[config.mk]
export PLATFORM = sky130hd
export DESIGN_NAME = keypad_led_pattern_sequencer_flat
export DESIGN_NICKNAME = d
export VERILOG_FILES = /design/src/rtl/core/klps_pkg.sv /design/src/rtl/core/klps_if.sv /design/src/rtl/core/klps_cfg.sv /design/src/rtl/core/klps_core.sv /design/src/rtl/core/keypad_led_pattern_sequencer.sv /design/src/flat_wrapper.sv
export SDC_FILE = /design/constraint.sdc
export NUM_CORES = 1
export LEC_CHECK = 0
export BUFFER_PORTS_ARGS = -buffer_cell sky130_fd_sc_hd__buf_2
export CAP_MARGIN = 20
export CORE_MARGIN = 1.5
export CORE_UTILIZATION = 30
export DETAILED_ROUTE_END_ITERATION = 6
export GPL_TIMING_DRIVEN = 0
export HOLD_SLACK_MARGIN = 0.15
export MAX_ROUTING_LAYER = met4
export PLACE_DENSITY = 0.59
export SLEW_MARGIN = 20
export SYNTH_ARGS = -nofsm -noshare
export SYNTH_HDL_FRONTEND = slang
export SYNTH_HIERARCHICAL = 1
export SYNTH_SLANG_ARGS = --single-unit
[constraint.sdc]
create_clock -name i_clk -period 2.9 [get_ports i_clk]
set_input_delay 0.58 -clock i_clk [delete_from_list [all_inputs] [get_ports i_clk]]
set_output_delay 0.58 -clock i_clk [all_outputs]
set_load 0.005 [all_outputs]
[src/rtl/core/klps_pkg.sv]
// ----------------------------------------------------------------------------
// klps_pkg
// Shared types and constants for the keypad LED pattern sequencer.
// ----------------------------------------------------------------------------
package klps_pkg;

    localparam int KEY_W    = 4;
    localparam int LED_W    = 8;
    localparam int PERIOD_W = 24;
    localparam int STEP_W   = 5;
    localparam int APB_DW   = 32;
    localparam int APB_AW   = 3;

    localparam logic [PERIOD_W-1:0] PERIOD_RST = PERIOD_W'(60000);

    // register word index
    localparam logic [0:0] REG_STEP_PERIOD = 1'b0;

    // active-low key codes
    localparam logic [KEY_W-1:0] KEY_M1 = 4'hE;
    localparam logic [KEY_W-1:0] KEY_M2 = 4'hD;
    localparam logic [KEY_W-1:0] KEY_M3 = 4'hB;
    localparam logic [KEY_W-1:0] KEY_M4 = 4'h7;

    localparam logic [LED_W-1:0] LED_OFF   = 8'h00;
    localparam logic [LED_W-1:0] WALK_LO   = 8'h01;
    localparam logic [LED_W-1:0] WALK_HI   = 8'h80;
    localparam logic [LED_W-1:0] PAT_ALT_A = 8'hAA;
    localparam logic [LED_W-1:0] PAT_ALT_B = 8'h55;
    localparam logic [LED_W-1:0] PAT_NIB_A = 8'hF0;
    localparam logic [LED_W-1:0] PAT_NIB_B = 8'h0F;

    typedef enum logic [2:0] {
        MODE_NONE  = 3'd0,
        MODE_CHASE = 3'd1,
        MODE_FILL  = 3'd2,
        MODE_ALT   = 3'd3,
        MODE_NIB   = 3'd4
    } t_mode;

endpackage

[src/rtl/core/klps_if.sv]
// ----------------------------------------------------------------------------
// klps_if
// Valid/ready stream interfaces for keypad samples and LED results.
// ----------------------------------------------------------------------------
interface klps_key_if
    import klps_pkg::*;
();
    logic             valid;
    logic             ready;
    logic [KEY_W-1:0] key_lines;

    modport source (output valid, output key_lines, input ready);
    modport sink   (input valid, input key_lines, output ready);
endinterface

interface klps_led_if
    import klps_pkg::*;
();
    logic             valid;
    logic             ready;
    logic [LED_W-1:0] led_pattern;

    modport source (output valid, output led_pattern, input ready);
    modport sink   (input valid, input led_pattern, output ready);
endinterface

[src/rtl/core/klps_cfg.sv]
// ----------------------------------------------------------------------------
// klps_cfg
// APB register block holding the step period.
// ----------------------------------------------------------------------------
module klps_cfg
    import klps_pkg::*;
(
    input  logic                i_clk,
    input  logic                i_rst_n,
    input  logic                psel,
    input  logic                penable,
    input  logic                pwrite,
    input  logic [APB_AW-1:0]   paddr,
    input  logic [APB_DW-1:0]   pwdata,
    output logic [APB_DW-1:0]   prdata,
    output logic                pready,
    output logic [PERIOD_W-1:0] o_step_period
);

    logic [PERIOD_W-1:0] r_step_period;
    logic [0:0]          word_idx;
    logic                wr_en;

    assign word_idx = paddr[APB_AW-1:APB_AW-1];
    assign pready   = 1'b1;
    assign wr_en    = psel && penable && pwrite && pready
                      && (word_idx == REG_STEP_PERIOD);

    always_ff @(posedge i_clk) begin
        if (!i_rst_n) begin
            r_step_period <= PERIOD_RST;
        end else if (wr_en) begin
            r_step_period <= pwdata[PERIOD_W-1:0];
        end
    end

    always_comb begin
        prdata = '0;
        if (word_idx == REG_STEP_PERIOD) begin
            prdata = APB_DW'(r_step_period);
        end
    end

    assign o_step_period = r_step_period;

endmodule

[src/rtl/core/klps_core.sv]
// ----------------------------------------------------------------------------
// klps_core
// Pattern state and per-tick update: key decode, tick counter, step logic.
// ----------------------------------------------------------------------------
module klps_core
    import klps_pkg::*;
(
    input  logic                i_clk,
    input  logic                i_rst_n,
    input  logic                i_en,
    input  logic [KEY_W-1:0]    i_key,
    input  logic [PERIOD_W-1:0] i_step_period,
    output logic [LED_W-1:0]    o_led_next
);

    t_mode               r_mode,  n_mode;
    logic [PERIOD_W-1:0] r_tick,  n_tick;
    logic [STEP_W-1:0]   r_step,  n_step;
    logic [LED_W-1:0]    r_walk,  n_walk;
    logic [LED_W-1:0]    r_led,   n_led;

    t_mode               sel;
    logic [LED_W-1:0]    walk_up;
    logic [LED_W-1:0]    walk_dn;

    always_comb begin
        unique case (i_key)
            KEY_M1:  sel = MODE_CHASE;
            KEY_M2:  sel = MODE_FILL;
            KEY_M3:  sel = MODE_ALT;
            KEY_M4:  sel = MODE_NIB;
            default: sel = MODE_NONE;
        endcase
    end

    always_comb begin
        // mode select restarts the pattern
        n_mode = r_mode;
        n_tick = r_tick;
        n_step = r_step;
        n_walk = r_walk;
        n_led  = r_led;
        if (sel != MODE_NONE) begin
            n_mode = sel;
            n_tick = '0;
            n_step = '0;
            n_led  = LED_OFF;
            if (sel == MODE_CHASE || sel == MODE_FILL) begin
                n_walk = WALK_LO;
            end
        end

        walk_up = {n_walk[LED_W-2:0], 1'b0};
        walk_dn = {1'b0, n_walk[LED_W-1:1]};

        if (n_mode != MODE_NONE) begin
            if (n_tick == i_step_period) begin
                n_tick = '0;
                unique case (n_mode)
                    MODE_CHASE: begin
                        unique case (n_step[4:3])
                            2'd0: begin
                                n_led  = n_led | n_walk;
                                n_walk = (n_step[2:0] == 3'd7) ? WALK_LO : walk_up;
                            end
                            2'd1: begin
                                n_led  = n_led & ~n_walk;
                                n_walk = (n_step[2:0] == 3'd7) ? WALK_HI : walk_up;
                            end
                            2'd2: begin
                                n_led  = n_led | n_walk;
                                n_walk = (n_step[2:0] == 3'd7) ? WALK_HI : walk_dn;
                            end
                            default: begin
                                n_led  = n_led & ~n_walk;
                                n_walk = (n_step[2:0] == 3'd7) ? WALK_LO : walk_dn;
                            end
                        endcase
                        n_step = n_step + STEP_W'(1);
                    end
                    MODE_FILL: begin
                        if (n_step < STEP_W'(8)) begin
                            n_led  = n_led | n_walk;
                            n_walk = (n_step == STEP_W'(7)) ? WALK_LO : walk_up;
                            n_step = n_step + STEP_W'(1);
                        end else if (n_step >= STEP_W'(15)) begin
                            n_led  = n_led & ~n_walk;
                            n_walk = WALK_LO;
                            n_step = '0;
                        end else begin
                            n_led  = n_led & ~n_walk;
                            n_walk = walk_up;
                            n_step = n_step + STEP_W'(1);
                        end
                    end
                    MODE_ALT: begin
                        n_led  = (n_step == '0) ? PAT_ALT_A : PAT_ALT_B;
                        n_step = (n_step == '0) ? STEP_W'(1) : '0;
                    end
                    MODE_NIB: begin
                        n_led  = (n_step == '0) ? PAT_NIB_A : PAT_NIB_B;
                        n_step = (n_step == '0) ? STEP_W'(1) : '0;
                    end
                    default: begin
                        n_led = n_led;
                    end
                endcase
            end else begin
                n_tick = n_tick + PERIOD_W'(1);
            end
        end
    end

    always_ff @(posedge i_clk) begin
        if (!i_rst_n) begin
            r_mode <= MODE_NONE;
            r_tick <= '0;
            r_step <= '0;
            r_walk <= WALK_LO;
            r_led  <= LED_OFF;
        end else if (i_en) begin
            r_mode <= n_mode;
            r_tick <= n_tick;
            r_step <= n_step;
            r_walk <= n_walk;
            r_led  <= n_led;
        end
    end

    assign o_led_next = n_led;

    a_walk_onehot: assert property (@(posedge i_clk) disable iff (!i_rst_n)
        $onehot(r_walk))
        else $error("walking bit lost its single set bit");

    a_fill_step_range: assert property (@(posedge i_clk) disable iff (!i_rst_n)
        (r_mode == MODE_FILL) |-> (r_step < STEP_W'(16)))
        else $error("fill chase step index out of range");

    a_alt_step_range: assert property (@(posedge i_clk) disable iff (!i_rst_n)
        (r_mode == MODE_ALT || r_mode == MODE_NIB) |-> (r_step < STEP_W'(2)))
        else $error("alternating pattern step index out of range");

    a_idle_dark: assert property (@(posedge i_clk) disable iff (!i_rst_n)
        (r_mode == MODE_NONE) |-> (r_led == LED_OFF && r_tick == '0))
        else $error("LEDs or counter moved with no mode selected");

endmodule

[src/rtl/core/keypad_led_pattern_sequencer.sv]
// ----------------------------------------------------------------------------
// keypad_led_pattern_sequencer
// Keypad-selected LED chase and alternating pattern generator.
// ----------------------------------------------------------------------------
// Each keypad transfer is one tick and yields exactly one LED transfer. The
// block takes one tick per clock cycle while the LED side is not stalled: a
// transfer lands in an input register, and the pattern state and the result
// register update when the tick moves on from it, so the LED byte is offered
// from the result register. Back-pressure on the LED side stalls both stages
// together; the input side keeps accepting while either register is free or
// the result is being drained. The step period (APB word 0) should be written
// only while no ticks are in flight.
module keypad_led_pattern_sequencer
    import klps_pkg::*;
(
    input  logic                i_clk,
    input  logic                i_rst_n,
    klps_key_if.sink            i_key,
    klps_led_if.source          o_led,
    input  logic                psel,
    input  logic                penable,
    input  logic                pwrite,
    input  logic [APB_AW-1:0]   paddr,
    input  logic [APB_DW-1:0]   pwdata,
    output logic [APB_DW-1:0]   prdata,
    output logic                pready
);

    logic                r_in_valid;
    logic [KEY_W-1:0]    r_in_key;
    logic                r_out_valid;
    logic [LED_W-1:0]    r_out_led;

    logic                advance;
    logic                proc_en;
    logic [PERIOD_W-1:0] step_period;
    logic [LED_W-1:0]    led_next;

    klps_cfg u_cfg (
        .i_clk         (i_clk),
        .i_rst_n       (i_rst_n),
        .psel          (psel),
        .penable       (penable),
        .pwrite        (pwrite),
        .paddr         (paddr),
        .pwdata        (pwdata),
        .prdata        (prdata),
        .pready        (pready),
        .o_step_period (step_period)
    );

    assign advance     = !r_out_valid || o_led.ready;
    assign proc_en     = advance && r_in_valid;
    assign i_key.ready = !r_in_valid || advance;

    klps_core u_core (
        .i_clk         (i_clk),
        .i_rst_n       (i_rst_n),
        .i_en          (proc_en),
        .i_key         (r_in_key),
        .i_step_period (step_period),
        .o_led_next    (led_next)
    );

    always_ff @(posedge i_clk) begin
        if (!i_rst_n) begin
            r_in_valid  <= 1'b0;
            r_out_valid <= 1'b0;
        end else begin
            if (i_key.ready) begin
                r_in_valid <= i_key.valid;
            end
            if (advance) begin
                r_out_valid <= r_in_valid;
            end
        end
    end

    always_ff @(posedge i_clk) begin
        if (i_key.valid && i_key.ready) begin
            r_in_key <= i_key.key_lines;
        end
        if (proc_en) begin
            r_out_led <= led_next;
        end
    end

    assign o_led.valid       = r_out_valid;
    assign o_led.led_pattern = r_out_led;

    a_tick_to_result: assert property (@(posedge i_clk) disable iff (!i_rst_n)
        proc_en |=> (r_out_valid && r_out_led == $past(led_next)))
        else $error("processed tick did not reach the result register");

endmodule

[src/flat_wrapper.sv]
// flat-port wrapper written by rule: the top's interface ports become plain ports
module keypad_led_pattern_sequencer_flat import klps_pkg::*;
  (i_clk, i_rst_n, psel, penable, pwrite, paddr, pwdata, prdata, pready, i_key_valid, i_key_key_lines, i_key_ready, o_led_valid, o_led_led_pattern, o_led_ready);
  klps_key_if i_key_i ();
  klps_led_if o_led_i ();
  input  logic i_clk;
  input  logic i_rst_n;
  input  logic psel;
  input  logic penable;
  input  logic pwrite;
  input  logic [APB_AW-1:0] paddr;
  input  logic [APB_DW-1:0] pwdata;
  output logic [APB_DW-1:0] prdata;
  output logic pready;
  input wire logic [$bits(i_key_i.valid)-1:0] i_key_valid;
  input wire logic [$bits(i_key_i.key_lines)-1:0] i_key_key_lines;
  output wire logic [$bits(i_key_i.ready)-1:0] i_key_ready;
  output wire logic [$bits(o_led_i.valid)-1:0] o_led_valid;
  output wire logic [$bits(o_led_i.led_pattern)-1:0] o_led_led_pattern;
  input wire logic [$bits(o_led_i.ready)-1:0] o_led_ready;
  assign i_key_i.valid = i_key_valid;
  assign i_key_i.key_lines = i_key_key_lines;
  assign i_key_ready = i_key_i.ready;
  assign o_led_valid = o_led_i.valid;
  assign o_led_led_pattern = o_led_i.led_pattern;
  assign o_led_i.ready = o_led_ready;
  keypad_led_pattern_sequencer u_core (.i_clk(i_clk), .i_rst_n(i_rst_n), .i_key(i_key_i), .o_led(o_led_i), .psel(psel), .penable(penable), .pwrite(pwrite), .paddr(paddr), .pwdata(pwdata), .prdata(prdata), .pready(pready));
endmodule
* Yosys cells after proc, flatten, opt, wreduce, memory -nomap -nowiden
Cells that the tools add are included.
Word-level totals: bits in registers 86, bits in latches 0, memory bits (writable) 0, bits in read-only memories 0, input port bits 46, output and inout port bits 43, word-level logic and storage cells 83, memories kept 0
Operators by class: add/subtract/negate cells 2, multiply operators 0, div/mod/pow operators 0, magnitude comparators 2, equality and inequality tests 15, shift operators 0, mux-type cells 34, bitwise logic cells 4, reductions and logical operators 16
Operator list (count):
- 2-to-1 mux 8 bit | 17
- 2-to-1 mux 24 bit | 4
- case mux 8 bit (4 select lines) | 1
- 2-to-1 mux 5 bit | 5
- adder 24 x 1 -> 24 bit, second input constant | 1
- equality test 24 bit | 1
- case mux 8 bit (3 select lines) | 1
- case mux 8 bit (2 select lines) | 1
- case mux 5 bit (3 select lines) | 1
- equality test 4 bit, second input constant | 3
- case mux 3 bit (4 select lines) | 1
- equality test 3 x 2 -> 1 bit, second input constant | 3
- AND 8 bit | 1
- inverter 8 bit | 1
- bitwise OR 8 bit | 1
- 2-to-1 mux 7 bit | 1
- equality test 3 x 1 -> 1 bit, second input constant | 2
- equality test 3 bit, second input constant | 2
- nonzero test 3 bit | 2
- adder 5 x 1 -> 5 bit, second input constant | 1
- equality test 5 x 3 -> 1 bit, second input constant | 1
- >= comparator 5 x 4 -> 1 bit, second input constant | 1
- logical AND 1 bit | 5
- zero test 5 bit | 1
- other kinds (11) | 15

* Depth between registers and ports, before layout
Gate-level depths: netlist of the first run.
depth after elaboration 12, mapped depth 18

* By module
The synthesis of the first run kept the hierarchy.
Modules (own cells, without submodules):
- klps_core | instances 1, cells each 539, area each 4000.1 µm²
- klps_cfg | instances 1, cells each 142, area each 1260.0 µm²
- keypad_led_pattern_sequencer | instances 1, cells each 21, area each 464.2 µm²

* Least setup slack after synthesis of the first run
OpenSTA, ideal clock, no wires.
path kind register to register, from reg u_core.r_in_key[1], to reg u_core.u_core.r_walk[1], arrival time 2.983 ns, data required time 2.780 ns, path slack -0.203 ns, cell stages (with the launch flop) 19, buffers on the path 3, clock period less this slack 3.103 ns, cell sequence edfxtp_1 > buf_4 > maj3_2 > and3_1 > buf_6 > nor2_2 > buf_2 > nand2_1 > nor2_1 > ha_1 > a31o_2 > a21oi_1 > o21ai_0 > nand2_1 > a22oi_1 > nor2_1 > a32oi_1 > nor3_1 > o31a_1
On the way: longest elaborated chain between the ends 11, elaborated cells on any way between the ends 36, those cells by class order compare: 2; eq/ne: 13; mux: 17; reduce/logical: 4
Ends and longest elaborated chain:
- start, declared | line keypad_led_pattern_sequencer.sv:30 | logic [KEY_W-1:0] r_in_key;
- start signal, assigned | line keypad_led_pattern_sequencer.sv:81 | r_in_key <= i_key.key_lines;
- equality test 4 x 3 -> 1 bit or equality test 4 bit (tied branches) | line klps_core.sv:27 | unique case (i_key)
- case mux 3 bit (4 select lines) * | line klps_core.sv:27
- branches (longest 8 deep; another with >= comparator 5 x 4 -> 1 bit)
- 2-to-1 mux 8 bit * | line klps_core.sv:56 | if (n_mode != MODE_NONE) begin
- end signal, assigned | line klps_core.sv:125 | r_walk <= n_walk;
- end, declared | line klps_core.sv:19 | logic [LED_W-1:0] r_walk, n_walk;
Mark *: on every way between the ends. A chain may end at the register's enable or synchronous reset.

* Worst setup path after layout of the first run
from reg u_core.r_in_key[0], to reg u_core.u_core.r_walk[1]
Same word-level chain as after synthesis.

==> impl_metrics.csv, run 1 <==
group,metric,value,unit
status,outcome,"finished, violations left",
status,failed_checks,"setup timing",
sta,layout_setup_ws,-0.0808,ns
cts,htree_num_levels,3,
floorplan,io_pins,89,
cts,cts_hold_buf,0,
sta,rsz0062_at_grt,"true",
place,placed_cell_area,6410,um^2
final_layout,area_growth,32.9,%
sta,slew_viol_final,0,
cts,cts_tree,"built",
logic_synthesis,synth.mux.area_fraction,5.25,%
cts,clock-sinks,86,
grt,grt_max_degree,15,
logic_synthesis,synthAdderAreaFrac,1.29,%
worst_setup_path,slowest_stage,"edfxtp_1",
sta,worst_pin_slew,0.680,ns
floorplan,core-area,18700,um^2
final_layout,finalNonFillerCells,1075,
final_layout,final_cell_mix,"nand2_1 (90), dfxtp_1 (74), buf_2 (71)",
worst_setup_path,crit_type,"flip-flop to flip-flop",
grt,grt_pass1_vias,5477,
worst_setup_path,cp-start-kind,"flip-flop",
final_layout,drive_above_1_share,30.0,%
route,antenna_left,0,
power_and_ir_drop,powerDensity,386,nW/um^2
run,maxCapViolCount,0,
worst_setup_path,cpMostUsedCell,"nor2_4",
worst_setup_path,cp_max_fo,5,
sta,slew_headroom,54.7,%
floorplan,start_util,30.6,%
floorplan,dieArea,19900,um^2
place,gp_congestion,0.917,
final_layout,finalInstanceArea,7610,um^2
sta,timing.final.hold_violations,0,
route,vias,5911,
final_layout,nets,887,
logic_synthesis,syn-cell-area,5720,um^2
route,drt-total-wl,18.9,mm
logic_synthesis,syn_inst,702,
floorplan,rows,50,
cts,clock_latency,0.35,ns
worst_setup_path,required,3.14,ns
min_path,hp-class,"primary input to flip-flop",
cts,cts_root_buf,"clkbuf_16",
final_layout,fillCellCount,1894,
power_and_ir_drop,ir_drop,0.302,mV
logic_synthesis,synth-seq-area-share,32.2,%
place,place_inst,1012,
logic_synthesis,yosys_warnings,6,
final_layout,final_common_cell,"nand2_1",
route,drc,0,
sta,max_freq,0.335,GHz
cts,cts_buffers,9,
worst_setup_path,crit_path_max_incr_delay,0.48,ns
logic_synthesis,synth_ff_type,"dfxtp_1",
sta,min_period,2.98,ns
worst_setup_path,cp-end-kind,"flip-flop",
final_layout,num_antenna_cells,0,
cts,clkSlewWorstSetupHoldPaths,0.06,ns
sta,setup-violations-final,6,
floorplan,die_y,141,um
grt,grt_usage,19.4,%
route,wl_per_cell,17.6,um
sta,fin_worst_skew,0.00687,ns
route,avgViaCountPerCell,5.50,
min_path,min_delay_path_depth,1,
logic_synthesis,async_flop_share,0,%
logic_synthesis,synth_enable_flop_cells,12,
logic_synthesis,syn_area_per_cell,8.15,um^2
worst_setup_path,crit_arrival,3.22,ns
worst_setup_path,r2r_slack,-0.08,ns
sta,whs,0.402,ns
grt,grt-ovfl-total,0,
route,drtIter0Drc,488,
logic_synthesis,synth_top_family_by_area,"simple AND/OR/NAND/NOR gates",
logic_synthesis,synth_compound_area_share,23.4,%
logic_synthesis,synth_cell_types,81,
power_and_ir_drop,finalPower,0.00294,W
sta,finalCritPeriodShare,103,%
worst_setup_path,crit_chain,"maj3_2, and3_4, nor2_4, buf_6, nand2_4, nor2_4, ha_4, a31o_4, a21oi_4, o21ai_4, nand2_2, a22oi_2, nor2_4, a32oi_2, nor3_2, o31a_1",
logic_synthesis,ys_seq_elements,86,
place,portBuffers,69,
floorplan,die_w,141,um
power_and_ir_drop,p_leak,2.89,nW
cts,clk_path_buf_depth,2,
worst_setup_path,r2r_cells,16,
grt,grt_first_pass_wirelength,29.8,mm
place,dp_hpwl,13.2,mm
route,dr.pass1.iters,5,
logic_synthesis,synth_xor_xnor_area_share,0.918,%
grt,antenna_found_initial,0,
logic_synthesis,yosys.area_share.simple,29.7,%
## registers in the layout, summed over array words and instances, names as in the netlist, 3 cells and up
signal and cells:
u_core/u_cfg/o_step_period 24, u_core/o_led.led_pattern 8, u_core/u_core/r_led 8, u_core/u_core/r_tick 24
u_core/r_in_key 4, u_core/u_core/r_step 5, u_core/u_core/r_walk 8, u_core/u_core/r_mode 3
## cell families (layout without fill, tap and decap cells)
logic type,count (synthesis),after routing
flip-flops,86,86
other,2,9
buffers and inverters,78,210
adder cells (fa/ha/maj),6,6
XOR/XNOR,6,6
AND/OR/NAND/NOR,306,306
multiplexers,30,30
AO/OA/AOI/OAI,188,188
## per-layer routing
metal / share of wire (%) / vias up / GRT usage [%]
met4: 1.9 / 0 / 6.74
li1: - / 2824 / -
met1: 46 / 2819 / 26.3
met2: 46 / 237 / 29.9
met5: 0 / - / -
met3: 5.6 / 31 / 2.24
## final cells by class
cell class	instances	area [um^2]	share of cell area [%]
Sequential cell	86	1840	24.2
Tap cell	234	293	3.85
Clock inverter	6	62.6	0.822
Buffer	48	333	4.37
Multi-Input combinational cell	545	3980	52.3
Clock buffer	10	229	3.01
Timing Repair Buffer	121	779	10.2
Inverter	25	93.8	1.23
## path summary, 6_finish.rpt
path,start,to
worst max-delay path,u_core/r_in_key[0]$_DFFE_PP_,u_core/u_core/r_walk[1]$_SDFFE_PN0P_
worst min-delay path,i_key_key_lines[1],u_core/r_in_key[1]$_DFFE_PP_
worst max register to register,u_core/r_in_key[0]$_DFFE_PP_,u_core/u_core/r_walk[1]$_SDFFE_PN0P_
worst min register to register,u_core/u_cfg/o_step_period[20]$_SDFFE_PN0P_,u_core/u_cfg/o_step_period[20]$_SDFFE_PN0P_
## worst max-delay path: cells and delay by family, from the launching register on
| family | cells | cell delay [ns] |
|---|---|---|
| AOI/OAI and AO/OA | 6 | 0.95 |
| adders and majority gates | 2 | 0.52 |
| buffers and inverters | 1 | 0.13 |
| DFF | 1 | 0.48 |
| and+or+nand+nor | 7 | 0.78 |
## cells in the mapped netlist, types with 3 or more instances
| cell type | instances | share of area (%) |
|---|---|---|
| a41oi_1 | 6 | 0.92 |
| o2111ai_1 | 4 | 0.61 |
| nor3_1 | 13 | 1.1 |
| and2_1 | 4 | 0.44 |
| mux2i_1 | 30 | 5.2 |
| o22ai_1 | 10 | 1.1 |
| and2b_2 | 4 | 0.61 |
| a22oi_1 | 14 | 1.8 |
| buf_4 | 12 | 1.6 |
| a211oi_1 | 6 | 0.79 |
| o21a_1 | 17 | 2.2 |
| a41o_1 | 5 | 0.87 |
| inv_1 | 24 | 1.6 |
| nor2b_1 | 56 | 6.1 |
| and4b_1 | 3 | 0.52 |
| edfxtp_1 | 12 | 6.3 |
| buf_6 | 3 | 0.59 |
| a21boi_0 | 7 | 0.92 |
| o211ai_1 | 4 | 0.52 |
| dfxtp_1 | 74 | 26 |
| nand4_1 | 13 | 1.4 |
| a2111oi_0 | 3 | 0.46 |
| nand2b_1 | 20 | 2.2 |
| and3_1 | 15 | 1.6 |
| a31o_2 | 3 | 0.46 |
| a22o_1 | 6 | 0.92 |
| o21ai_0 | 30 | 2.6 |
| clkbuf_1 | 24 | 1.6 |
| nand2_1 | 98 | 6.4 |
| xnor2_1 | 4 | 0.61 |
| or4_1 | 5 | 0.66 |
| buf_2 | 7 | 0.61 |
| a31oi_1 | 10 | 1.1 |
| nand3b_1 | 3 | 0.39 |
| or3_1 | 5 | 0.55 |
| o31ai_1 | 9 | 1.2 |
| nand3_1 | 22 | 1.9 |
| ha_1 | 5 | 1.1 |
| nor2_1 | 20 | 1.3 |
| o21ai_1 | 5 | 0.44 |
| nor4_1 | 5 | 0.55 |
| a21oi_1 | 24 | 2.1 |
| buf_1 | 3 | 0.20 |
| o31a_1 | 4 | 0.61 |
## metrics by stage
step	utilization [%]	TNS (ns)	setup WS, ns
6_report	40.7	-0.264	-0.0808
5_1_grt	40.7	-2.98	-0.212
4_1_cts	38.3	-0.169	-0.0778
3_5_place_dp	34.3	-21.89	-0.673
3_3_place_gp	34.3	-25.85	-0.674
2_1_floorplan	-	-0.00699	-0.00699
## what timing repair did
item	4_1_cts	5_1_grt
resized for setup	52	75
gates cloned	1	0
buffers inserted	35	18
endpoints found under the setup margin	53	48
pin swaps	26	37
## power breakdown
group / leakage (nW) / switching, W / internal (W)
clock network: 0.134 / 0.000522 / 0.000666
registers: 0.714 / 0.0000227 / 0.00123
logic: 2.04 / 0.000291 / 0.000211
total: 2.89 / 0.000836 / 0.00210
(Power assumes the default switching activity.)
==> inputs of run 2 (changes only) <==
==> constraint.sdc (replaced) <==
create_clock -name i_clk -period 2.5 [get_ports i_clk]
set_input_delay 0.5 -clock i_clk [delete_from_list [all_inputs] [get_ports i_clk]]
set_output_delay 0.5 -clock i_clk [all_outputs]
set_load 0.005 [all_outputs]
==> run 2 against run 1 <==
Effect of this change:
- the run ends with DRC, setup timing left
- combinational power is 22% higher
- via count is 1.7% higher
- register-to-register slack got worse by 0.44 ns
- first-iteration DRC count increased by 19%
==> impl_metrics.csv, run 2 (synthesis gave the netlist of run 1 again) <==
group,metric,value,unit
status,outcome,"finished, violations left",
status,failed_checks,"DRC, setup timing",
final_layout,nets,900,
grt,grt_first_pass_wirelength,30.4,mm
route,vias,6014,
route,drtIter0Drc,582,
power_and_ir_drop,ir_drop,0.313,mV
final_layout,finalInstanceArea,7920,um^2
grt,grt_max_degree,15,
floorplan,die_y,141,um
sta,layout_setup_ws,-0.518,ns
sta,finalSetupTns,-17.81,ns
sta,slew_viol_final,0,
cts,clock_latency,0.36,ns
final_layout,area_growth,38.3,%
worst_setup_path,crit_type,"flip-flop to flip-flop",
grt,grt-ovfl-total,0,
worst_setup_path,cp-end-kind,"flip-flop",
route,drc,3,
floorplan,core-area,18700,um^2
sta,rsz0062_at_grt,"true",
cts,clkSlewWorstSetupHoldPaths,0.07,ns
min_path,hp-class,"primary input to flip-flop",
cts,htree_num_levels,3,
cts,cts_buffers,9,
sta,max_freq,0.331,GHz
floorplan,dieArea,19900,um^2
place,portBuffers,69,
worst_setup_path,cp-start-kind,"flip-flop",
grt,grt_pass1_vias,5623,
cts,cts_tree,"built",
power_and_ir_drop,p_leak,3.01,nW
final_layout,drive_above_1_share,34.0,%
grt,grtUsageMet1,25.7,%
worst_setup_path,r2r_slack,-0.52,ns
worst_setup_path,cp_max_fo,10,
route,dr.pass1.iters,7,
floorplan,io_pins,89,
route,avgViaCountPerCell,5.53,
floorplan,die_w,141,um
place,dp_hpwl,13.3,mm
floorplan,rows,50,
grt,grtUsageMet2,30.4,%
grt,busiest_layer,"met2",
cts,clk_path_buf_depth,2,
worst_setup_path,required,2.72,ns
place,gp_congestion,0.894,
sta,fin_worst_skew,0.0100,ns
sta,finalCritPeriodShare,121,%
sta,min_period,3.02,ns
route,antenna_left,0,
final_layout,final_common_cell,"nand2_1",
route,drt-total-wl,19.6,mm
final_layout,final_cell_mix,"nand2_1 (91), buf_2 (73), dfxtp_1 (69)",
worst_setup_path,crit_arrival,3.24,ns
sta,whs,0.321,ns
run,maxCapViolCount,0,
route,wl_per_cell,18.0,um
final_layout,fillCellCount,1857,
final_layout,num_antenna_cells,0,
place,placed_cell_area,6510,um^2
cts,cts_root_buf,"clkbuf_16",
sta,timing.final.hold_violations,0,
sta,slew_headroom,52.0,%
sta,worst_pin_slew,0.719,ns
final_layout,final_util,42.3,%
grt,antenna_found_initial,0,
grt,grt_usage,20.0,%
grt,met3_usage,3.77,%
power_and_ir_drop,powerDensity,441,nW/um^2
sta,setup-violations-final,51,
floorplan,start_util,30.6,%
cts,clock-sinks,86,
[run 2: changes by cell type in the layout (fill, tap and decap cells not counted), sizes merged]
cell	change
buf	+15
clkinvlp	-3
clkbuf	+1
[run 2: area by class of cell]
class	count	area, um^2	share of cell area (%)
multi-input cells	545	4100	51.8
inverters	25	95.1	1.20
repair buffers	133	905	11.4
plain buffers	49	369	4.66
well taps	234	293	3.70
clock inverters	3	43.8	0.553
clock buffers	13	262	3.30
flip-flops and latches	86	1850	23.4
[run 2: routing by layer]
layer / routed length, um / part of all wire [%] / up-vias
li1: - / - / 2859
met1: 8930 / 46 / 2852
met2: 9080 / 46 / 267
met3: 1180 / 6.0 / 36
met4: 425 / 2.2 / 0
met5: 0 / 0 / -
[run 2: path summary, 6_finish.rpt]
path,from,cells after the start,endpoint
max,u_core/r_in_key[0]$_DFFE_PP_,17,u_core/u_core/r_walk[0]$_SDFFE_PN1P_
min,i_key_key_lines[3],1,u_core/r_in_key[3]$_DFFE_PP_
max reg2reg,u_core/r_in_key[0]$_DFFE_PP_,17,u_core/u_core/r_walk[0]$_SDFFE_PN1P_
min reg2reg,u_core/u_cfg/o_step_period[20]$_SDFFE_PN0P_,2,u_core/u_cfg/o_step_period[20]$_SDFFE_PN0P_
[run 2: timing repair]
action                     in CTS  in global routing
setup endpoints to repair      56                 53
gates resized for setup        96                 62
gates cloned                    3                  1
buffers inserted               42                 19
pin swaps                      37                 29
hold buffers                    0                  0
[run 2: critical path, stage by stage (launching register included)]
cell and delay (ns):
edfxtp_1 0.45, buf_4 0.21, nand4b_1 0.15, buf_4 0.19, and3_4 0.18, ha_4 0.16, nand2_4 0.08, nor2_4 0.04
ha_4 0.14, a31o_4 0.21, a21oi_4 0.13, o21ai_2 0.08, buf_4 0.16, buf_4 0.13, buf_4 0.12, buf_4 0.12
a32oi_1 0.21, o211ai_1 0.12
[run 2: stage by stage]
stage / std cells / setup WS [ns] / power, W
final: 1088 / -0.518 / 0.00349
after global routing: 1088 / -0.626 / 0.00361
after CTS: 1069 / -0.444 / 0.00345
after detailed placement: 1012 / -0.937 / 0.00194
after global placement: 1012 / -0.983 / 0.00194
after floorplan: 709 / -0.352 / 0.00179
[run 2: where the power goes]
group | internal, W | switching (W)
clock | 0.000837 | 0.000593
sequential | 0.00142 | 0.0000258
combinational | 0.000255 | 0.000358
